### config.mk
export PLATFORM = sky130hd
export DESIGN_NAME = sorted_record_table_with_expiry_core_flat
export DESIGN_NICKNAME = d
export VERILOG_FILES = /design/src/hdl/srt_pkg.sv /design/src/hdl/srt_if.sv /design/src/hdl/srt_cell.sv /design/src/hdl/sorted_record_table_with_expiry_core.sv /design/src/flat_wrapper.sv
export SDC_FILE = /design/constraint.sdc
export NUM_CORES = 2
export LEC_CHECK = 0
export BUFFER_PORTS_ARGS = -buffer_cell sky130_fd_sc_hd__buf_4
export CORE_ASPECT_RATIO = 0.75
export CORE_MARGIN = 3
export CORE_UTILIZATION = 45
export CTS_CLUSTER_DIAMETER = 100
export DETAILED_ROUTE_END_ITERATION = 7
export PLACE_DENSITY = 0.62
export SLEW_MARGIN = 20
export SYNTH_ARGS = -nofsm -noshare
export SYNTH_HDL_FRONTEND = slang
export SYNTH_SLANG_ARGS = --single-unit
### constraint.sdc
create_clock -name clk -period 10.7 [get_ports clk]
set_input_delay 1.07 -clock clk [delete_from_list [all_inputs] [get_ports clk]]
set_output_delay 1.07 -clock clk [all_outputs]
set_load 0.01 [all_outputs]
### src/hdl/srt_pkg.sv
// ----------------------------------------------------------------------------
// srt_pkg: shared types and codes of the sorted record table
// Record layout, request and status codes, cell operations and the controller states.
// ----------------------------------------------------------------------------
package srt_pkg;

  localparam logic [2:0] REQ_INSERT   = 3'd0;
  localparam logic [2:0] REQ_FIND     = 3'd1;
  localparam logic [2:0] REQ_DEL_CODE = 3'd2;
  localparam logic [2:0] REQ_DEL_EXP  = 3'd3;
  localparam logic [2:0] REQ_LIST_OK  = 3'd4;
  localparam logic [2:0] REQ_LIST_EXP = 3'd5;

  localparam logic [1:0] ST_OK       = 2'd0;
  localparam logic [1:0] ST_NOTFOUND = 2'd1;
  localparam logic [1:0] ST_FULL     = 2'd2;

  typedef struct packed {
    logic [13:0] year;
    logic [3:0]  month;
    logic [4:0]  day;
  } date_t;

  typedef struct packed {
    logic               valid;
    logic signed [31:0] code;
    logic [23:0]        price;
    logic [15:0]        quantity;
    date_t              expiry;
  } rec_t;

  typedef enum logic [1:0] {
    CELL_HOLD,
    CELL_ROT,
    CELL_INS,
    CELL_CMP
  } cell_op_t;

  typedef enum logic [1:0] {
    S_IDLE,
    S_ROT,
    S_FIN,
    S_CMP
  } state_t;

endpackage

### src/hdl/srt_if.sv
// ----------------------------------------------------------------------------
// srt_req_if / srt_res_if: request and result channels
// Valid and ready handshake; a word moves when both are high.
// ----------------------------------------------------------------------------
interface srt_req_if;
  logic               valid;
  logic               ready;
  logic [2:0]         req_type;
  logic signed [31:0] code;
  logic [23:0]        price;
  logic [15:0]        quantity;
  logic [4:0]         date_day;
  logic [3:0]         date_month;
  logic [13:0]        date_year;
  modport source (output valid, req_type, code, price, quantity, date_day, date_month,
                  date_year, input ready);
  modport sink (input valid, req_type, code, price, quantity, date_day, date_month,
                date_year, output ready);
endinterface

interface srt_res_if;
  logic               valid;
  logic               ready;
  logic [1:0]         status;
  logic signed [31:0] rec_code;
  logic [23:0]        rec_price;
  logic [15:0]        rec_quantity;
  logic [4:0]         rec_day;
  logic [3:0]         rec_month;
  logic [13:0]        rec_year;
  logic [4:0]         removed_count;
  logic               last;
  modport source (output valid, status, rec_code, rec_price, rec_quantity, rec_day,
                  rec_month, rec_year, removed_count, last, input ready);
  modport sink (input valid, status, rec_code, rec_price, rec_quantity, rec_day,
                rec_month, rec_year, removed_count, last, output ready);
endinterface

### src/hdl/srt_cell.sv
// ----------------------------------------------------------------------------
// srt_cell: one slot of the record chain
// Holds one record; rotates, opens a gap for an insert or closes a hole.
// ----------------------------------------------------------------------------
module srt_cell (
  input  logic             clk,
  input  logic             rst,
  input  srt_pkg::cell_op_t op,
  input  srt_pkg::rec_t    left,
  input  srt_pkg::rec_t    right,
  input  srt_pkg::rec_t    new_rec,
  input  logic             gt_left,
  input  logic             hole_left,
  output srt_pkg::rec_t    rec,
  output logic             gt,
  output logic             hole
);
  import srt_pkg::*;

  rec_t rec_next;

  assign gt   = !rec.valid || (rec.price > new_rec.price);
  assign hole = !rec.valid || hole_left;

  always_comb begin
    rec_next = rec;
    case (op)
      CELL_ROT: rec_next = right;
      CELL_INS: begin
        if (gt_left) rec_next = left;
        else if (gt) rec_next = new_rec;
      end
      CELL_CMP: begin
        if (hole) rec_next = right;
      end
      default: rec_next = rec;
    endcase
  end

  always_ff @(posedge clk) begin
    if (rst) begin
      rec.valid <= 1'b0;
    end else begin
      rec.valid <= rec_next.valid;
    end
    rec.code     <= rec_next.code;
    rec.price    <= rec_next.price;
    rec.quantity <= rec_next.quantity;
    rec.expiry   <= rec_next.expiry;
  end
endmodule

### src/hdl/sorted_record_table_with_expiry_core.sv
// ----------------------------------------------------------------------------
// sorted_record_table_with_expiry_core: price-ordered record table
// A chain of record cells with a head controller for search, listing and delete.
// ----------------------------------------------------------------------------
//  channel | dir | words
//  req     | in  | one request
//  res     | out | one result, or one per listed record with last on the final
//
//  Insert: the cells compare prices in parallel and shift once.
//  Find and listings rotate the whole chain past the head.
//  Deletes add a hole-closing pass over the chain after the result is loaded.
//  Reset clears the valid bits and the fill count.
//  A stalled result holds a listing's rotation; requests are taken only when idle.
module sorted_record_table_with_expiry_core #(
  parameter int TABLE_DEPTH = 16
) (
  input logic clk,
  input logic rst,
  srt_req_if.sink   req,
  srt_res_if.source res
);
  import srt_pkg::*;

  localparam int CW = $clog2(TABLE_DEPTH + 1);

  state_t state, state_next;
  cell_op_t op;
  rec_t cell_q [TABLE_DEPTH];
  logic gt [TABLE_DEPTH];
  logic hole [TABLE_DEPTH];
  rec_t tail_in, new_rec, wrap;

  logic [2:0] rq;
  logic signed [31:0] rq_code;
  date_t rq_date;
  logic [CW-1:0] fill, step;
  logic found;
  rec_t held;
  logic [4:0] removed;
  logic [1:0] ins_status;

  logic ov;
  logic [1:0] o_status;
  rec_t o_rec;
  logic [4:0] o_removed;
  logic o_last;

  logic accept, out_free, advance, step_done;
  logic h_match, h_exp, h_sel, is_list, kill;
  logic load;
  logic [1:0] l_status;
  rec_t l_rec;
  logic [4:0] l_removed;
  logic l_last;

  assign new_rec.valid    = 1'b1;
  assign new_rec.code     = req.code;
  assign new_rec.price    = req.price;
  assign new_rec.quantity = req.quantity;
  assign new_rec.expiry   = '{req.date_year, req.date_month, req.date_day};

  assign req.ready = (state == S_IDLE);
  assign accept    = req.valid && req.ready;
  assign out_free  = !ov || res.ready;
  assign step_done = (step == CW'(TABLE_DEPTH - 1));

  assign is_list = (rq == REQ_LIST_OK) || (rq == REQ_LIST_EXP);
  assign h_match = cell_q[0].valid && (cell_q[0].code == rq_code);
  assign h_exp   = cell_q[0].valid && (cell_q[0].expiry <= rq_date);
  assign h_sel   = cell_q[0].valid && (h_exp == (rq == REQ_LIST_EXP));
  assign kill    = ((rq == REQ_DEL_CODE) && h_match && !found) ||
                   ((rq == REQ_DEL_EXP) && h_exp);
  assign advance = !(is_list && h_sel && found && !out_free);

  always_comb begin
    wrap = cell_q[0];
    if (kill) wrap.valid = 1'b0;
    tail_in = wrap;
    if (state == S_CMP) tail_in.valid = 1'b0;
  end

  genvar g;
  generate
    for (g = 0; g < TABLE_DEPTH; g++) begin : g_cell
      rec_t lft, rgt;
      logic gl, hl;
      if (g == 0) begin : g_head
        assign lft = '0;
        assign gl  = 1'b0;
        assign hl  = 1'b0;
      end else begin : g_body
        assign lft = cell_q[g-1];
        assign gl  = gt[g-1];
        assign hl  = hole[g-1];
      end
      if (g == TABLE_DEPTH - 1) begin : g_tail
        assign rgt = tail_in;
      end else begin : g_mid
        assign rgt = cell_q[g+1];
      end
      srt_cell u_cell (
        .clk(clk), .rst(rst), .op(op), .left(lft), .right(rgt), .new_rec(new_rec),
        .gt_left(gl), .hole_left(hl), .rec(cell_q[g]), .gt(gt[g]), .hole(hole[g])
      );
    end
  endgenerate

  always_comb begin
    state_next = state;
    op         = CELL_HOLD;
    load       = 1'b0;
    l_status   = ST_OK;
    l_rec      = '0;
    l_removed  = '0;
    l_last     = 1'b0;
    case (state)
      S_IDLE: begin
        if (accept) begin
          if (req.req_type == REQ_INSERT) begin
            if (fill != CW'(TABLE_DEPTH)) op = CELL_INS;
            state_next = S_FIN;
          end else if (req.req_type <= REQ_LIST_EXP) begin
            state_next = S_ROT;
          end
        end
      end
      S_ROT: begin
        if (advance) begin
          op = CELL_ROT;
          if (is_list && h_sel && found) begin
            load  = 1'b1;
            l_rec = held;
          end
          if (step_done) state_next = S_FIN;
        end
      end
      S_FIN: begin
        if (out_free) begin
          load   = 1'b1;
          l_last = 1'b1;
          case (rq)
            REQ_INSERT: l_status = ins_status;
            REQ_FIND: begin
              l_status = found ? ST_OK : ST_NOTFOUND;
              l_rec    = found ? held : '0;
            end
            REQ_DEL_CODE: begin
              l_status  = found ? ST_OK : ST_NOTFOUND;
              l_removed = {4'd0, found};
            end
            REQ_DEL_EXP: l_removed = removed;
            default: begin
              l_status = found ? ST_OK : ST_NOTFOUND;
              l_rec    = found ? held : '0;
            end
          endcase
          if (rq == REQ_DEL_CODE || rq == REQ_DEL_EXP) state_next = S_CMP;
          else state_next = S_IDLE;
        end
      end
      S_CMP: begin
        op = CELL_CMP;
        if (step_done) state_next = S_IDLE;
      end
      default: state_next = S_IDLE;
    endcase
  end

  always_ff @(posedge clk) begin
    if (rst) begin
      state <= S_IDLE;
      fill  <= '0;
      ov    <= 1'b0;
      step  <= '0;
      found <= 1'b0;
    end else begin
      state <= state_next;
      if (load) ov <= 1'b1;
      else if (res.ready) ov <= 1'b0;
      if (op == CELL_INS) fill <= fill + CW'(1);
      if (op == CELL_ROT && kill) fill <= fill - CW'(1);
      if (state != state_next) step <= '0;
      else if (op == CELL_ROT || op == CELL_CMP) step <= step + CW'(1);
      if (accept) begin
        found <= 1'b0;
      end else if (op == CELL_ROT) begin
        if ((rq == REQ_FIND || rq == REQ_DEL_CODE) && h_match) found <= 1'b1;
        if (is_list && h_sel) found <= 1'b1;
      end
    end
  end

  always_ff @(posedge clk) begin
    if (accept) begin
      rq         <= req.req_type;
      rq_code    <= req.code;
      rq_date    <= new_rec.expiry;
      removed    <= '0;
      ins_status <= (fill == CW'(TABLE_DEPTH)) ? ST_FULL : ST_OK;
    end else if (op == CELL_ROT) begin
      if (rq == REQ_DEL_EXP && h_exp) removed <= removed + 5'd1;
      if (rq == REQ_FIND && h_match && !found) held <= cell_q[0];
      if (is_list && h_sel) held <= cell_q[0];
    end
    if (load) begin
      o_status  <= l_status;
      o_rec     <= l_rec;
      o_removed <= l_removed;
      o_last    <= l_last;
    end
  end

  assign res.valid         = ov;
  assign res.status        = o_status;
  assign res.rec_code      = o_rec.code;
  assign res.rec_price     = o_rec.price;
  assign res.rec_quantity  = o_rec.quantity;
  assign res.rec_day       = o_rec.expiry.day;
  assign res.rec_month     = o_rec.expiry.month;
  assign res.rec_year      = o_rec.expiry.year;
  assign res.removed_count = o_removed;
  assign res.last          = o_last;
endmodule

### src/flat_wrapper.sv
// flat-port wrapper written by rule: the top's interface ports become plain ports
module sorted_record_table_with_expiry_core_flat import srt_pkg::*;
#(
  parameter int TABLE_DEPTH = 16
)
  (clk, rst, req_valid, req_req_type, req_code, req_price, req_quantity, req_date_day, req_date_month, req_date_year, req_ready, res_valid, res_status, res_rec_code, res_rec_price, res_rec_quantity, res_rec_day, res_rec_month, res_rec_year, res_removed_count, res_last, res_ready);
  srt_req_if req_i ();
  srt_res_if res_i ();
  input logic clk;
  input logic rst;
  input wire logic [$bits(req_i.valid)-1:0] req_valid;
  input wire logic [$bits(req_i.req_type)-1:0] req_req_type;
  input wire logic [$bits(req_i.code)-1:0] req_code;
  input wire logic [$bits(req_i.price)-1:0] req_price;
  input wire logic [$bits(req_i.quantity)-1:0] req_quantity;
  input wire logic [$bits(req_i.date_day)-1:0] req_date_day;
  input wire logic [$bits(req_i.date_month)-1:0] req_date_month;
  input wire logic [$bits(req_i.date_year)-1:0] req_date_year;
  output wire logic [$bits(req_i.ready)-1:0] req_ready;
  output wire logic [$bits(res_i.valid)-1:0] res_valid;
  output wire logic [$bits(res_i.status)-1:0] res_status;
  output wire logic [$bits(res_i.rec_code)-1:0] res_rec_code;
  output wire logic [$bits(res_i.rec_price)-1:0] res_rec_price;
  output wire logic [$bits(res_i.rec_quantity)-1:0] res_rec_quantity;
  output wire logic [$bits(res_i.rec_day)-1:0] res_rec_day;
  output wire logic [$bits(res_i.rec_month)-1:0] res_rec_month;
  output wire logic [$bits(res_i.rec_year)-1:0] res_rec_year;
  output wire logic [$bits(res_i.removed_count)-1:0] res_removed_count;
  output wire logic [$bits(res_i.last)-1:0] res_last;
  input wire logic [$bits(res_i.ready)-1:0] res_ready;
  assign req_i.valid = req_valid;
  assign req_i.req_type = req_req_type;
  assign req_i.code = req_code;
  assign req_i.price = req_price;
  assign req_i.quantity = req_quantity;
  assign req_i.date_day = req_date_day;
  assign req_i.date_month = req_date_month;
  assign req_i.date_year = req_date_year;
  assign req_ready = req_i.ready;
  assign res_valid = res_i.valid;
  assign res_status = res_i.status;
  assign res_rec_code = res_i.rec_code;
  assign res_rec_price = res_i.rec_price;
  assign res_rec_quantity = res_i.rec_quantity;
  assign res_rec_day = res_i.rec_day;
  assign res_rec_month = res_i.rec_month;
  assign res_rec_year = res_i.rec_year;
  assign res_removed_count = res_i.removed_count;
  assign res_last = res_i.last;
  assign res_i.ready = res_ready;
  sorted_record_table_with_expiry_core #(.TABLE_DEPTH(TABLE_DEPTH)) u_core (.clk(clk), .rst(rst), .req(req_i), .res(res_i));
endmodule
==> flow_summary.yaml <==
route:
  drcViolationCount: 0
  via_per_inst: 6.06
  initialDrtViolationCount: 8884
  finalWirelength_mm: 304
  wire_per_inst_um: 26.9
  ant_nets: 0
  drt_pass1_iterations: 6
  vias: 68267
sta:
  clock.fmax_mhz: 165
  setup_tns_ns: 0
  min_period_ns: 6.04
  hold_viol_final: 0
  final.setup_skew_ns: 0.0328
  worst-slew-pin-transition_ns: 1.22
  max-slew-margin-rel: 0.188
  whs_ns: 0.449
  grt_setup_unrepaired: "false"
  maxSlewViolCount: 0
  setup_viol: 0
  min_period_over_period: 0.565
finish:
  drive_gt1_frac: 0.0764
  fin_nets: 8816
  fin_area_um2: 106000
  syn2layout_area_growth_pct: 10.1
  fill_cells: 18781
  layout_common_cells: "edfxtp_1, nand2_1, o21ai_0"
  final_common_cell: "edfxtp_1"
critical_path:
  endpoint_kind: "flop"
  startpoint: "req_price[10]"
  reg2reg_slack_ns: 4.67
  required_ns: 11.21
  critPathLaunchType: "input port"
  ff2ff_path_depth: 12
  regToRegEndpoint: "u_core.g_cell[4].u_cell.rec[3]"
  r2r-start: "u_core.g_cell[0].u_cell.rec[21]"
  crit_end: "u_core.g_cell[5].u_cell.rec[12]"
  critical_path_arrival_ns: 6.55
  worstPathMaxFanout: 53
  critical_path_class: "in2reg"
clock_network:
  root_buffer: "clkbuf_16"
  cts-resized-gates: 0
  cts_buffers: 186
  clock_latency_ns: 0.84
  cts_max_level: 4
  cts_tree: "yes"
  post-cts-setup-buffer-count: 0
  path_clk_slew_ns: 0.06
  clkSinkCount: 1812
  hold_buffers: 0
  cts_buffer_depth: 3
synth:
  syn_nets: 8911
  synth_top_cells_by_area: "edfxtp_1, mux2i_1, o21ai_0, nand2_1, ha_1"
  synth_ff_type: "edfxtp_1"
  synth.distinct_cells: 81
  synth_edf_count: 1777
  ys_warn_count: 0
  synth-async-reset-ratio: 0
  mappedNetlistArea_um2: 96300
  synth_area_per_cell_um2: 11.5
  synth_seq_cells: 1812
  synth_largest_area_cell: "edfxtp_1"
  syn_inst: 8391
  synth_top_area_frac: 0.554
  synth_seq_area_share: 0.562
floorplanning:
  die_h_um: 407
  core_area_um2: 212000
  initial_core_util: 0.454
  die_area_um2: 220000
  fp.dieW_um: 540
  ios: 207
  std_cell_rows: 146
grt:
  grt_max_degree: 305
  grt_pass1_wl_mm: 441
  grt_overflow: 0
  antenna_found_initial: 27
  global_route.usage.total: 0.268
  grt_pass1_vias: 64379
job:
  cap_violations: 0
min_path:
  min_path_type: "in2reg"
  hp-start: "req_req_type[1]"
power_and_ir_drop:
  p_leak_uw: 0.0440
  vdd_ir_drop_max_v: 0.000158
  power.density_nw_per_um2: 216
place:
  gp_congestion: 0.971
  io_buffers: 206
  hpwl_mm: 185
  placedInstanceArea_um2: 100000
run_status:
  status: "complete, no violations"
==> per-stage QoR <==
stage	setup WS [ns]	utilization	instances	power (µW)
finish	4.66	0.500	11274	22900
global route	4.42	0.500	11266	23800
CTS	4.83	0.500	11261	22800
detailed placement	3.95	0.472	10919	16400
global placement	3.68	0.472	10916	16200
floorplan	0.285	-	8391	14100
==> worst min-delay path by stage <==
stage          slack (ns)               to  cells after the start
2_1_floorplan        0.45  u_core.held[23]                      0
3_3_place_gp         0.46   u_core.step[4]                      2
3_5_place_dp         0.49   u_core.step[4]                      2
4_1_cts              0.38     u_core.rq[1]                      1
5_1_grt              0.41     u_core.rq[1]                      1
6_report             0.45     u_core.rq[1]                      1
==> layout make-up <==
cell class | count | area, µm² | share of cell area
tap | 2812 | 3520 | 0.0332
multi-input combinational | 5870 | 39400 | 0.372
clock buffer | 235 | 4900 | 0.0463
antenna | 12 | 30.0 | 0.000283
timing repair buffer | 338 | 2710 | 0.0256
inverter | 88 | 332 | 0.00313
clock inverter | 107 | 968 | 0.00914
sequential | 1812 | 54100 | 0.510
==> report_power, final <==
group,internal (µW),switching (µW),total [µW]
combinational,1870,3850,5720
clock,3590,2910,6490
sequential,9770,882,10700
total,15200,7630,22900
==> state kept, by name, indices dropped and copies added (netlist names), 3 cells and up <==
signal and count:
u_core.fill 5, u_core.res.rec_quantity 16, u_core.res.removed_count 5, u_core.res.rec_month 4
u_core.res.rec_day 5, u_core.removed 5, u_core.held 95, u_core.rq_date 23
u_core.res.rec_code 32, u_core.res.rec_price 24, u_core.res.rec_year 14, u_core.g_cell.u_cell.rec 1536
u_core.rq 3, u_core.rq_code 32, u_core.step 5
==> cell usage after synthesis, types with 15 or more instances <==
master	count
edfxtp_1	1777
nand2_1	1533
o21ai_0	1522
mux2i_1	1408
ha_1	417
clkbuf_1	351
buf_2	164
a21oi_1	142
nor2_1	126
and2_1	97
inv_1	87
a22o_1	75
nand4_1	69
nand3_1	66
a21o_1	57
buf_4	55
nor3_1	37
dfxtp_1	35
buf_1	31
xnor2_1	28
nor2b_1	26
o21a_1	26
a211oi_1	24
o21ai_1	18
buf_6	15
xor2_1	15
==> cells by family (layout without fill, tap and decap cells) <==
family                   after synthesis  after routing  share of synthesized area
AO/OA/AOI/OAI                       1978           1978                      0.113
AND/OR/NAND/NOR                     2020           2020                     0.0875
multiplexers                        1411           1411                      0.147
flip-flops                          1812           1812                      0.562
other                                  0             12                          0
adder cells (fa/ha/maj)              418            418                     0.0544
XOR/XNOR                              43             43                    0.00391
buffers and inverters                709            768                     0.0332
==> metal layers <==
metal,wire (µm),global-route usage
met1,138000,0.402
met2,130000,0.391
met3,27600,0.0533
met4,7910,0.0747
met5,42,0
==> worst max-delay path, stage by stage <==
cell,delay (ns)
buf_4,0.22
inv_1,0.30
buf_4,0.29
ha_1,0.33
nand3_1,0.17
nor3_1,0.34
and4_1,0.32
and2_1,0.16
o31ai_1,0.11
a32oi_4,0.44
buf_4,0.86
buf_4,0.80
buf_4,0.68
mux2i_1,0.26
o21ai_0,0.09
No activity file was read; power rests on OpenSTA's default activity.
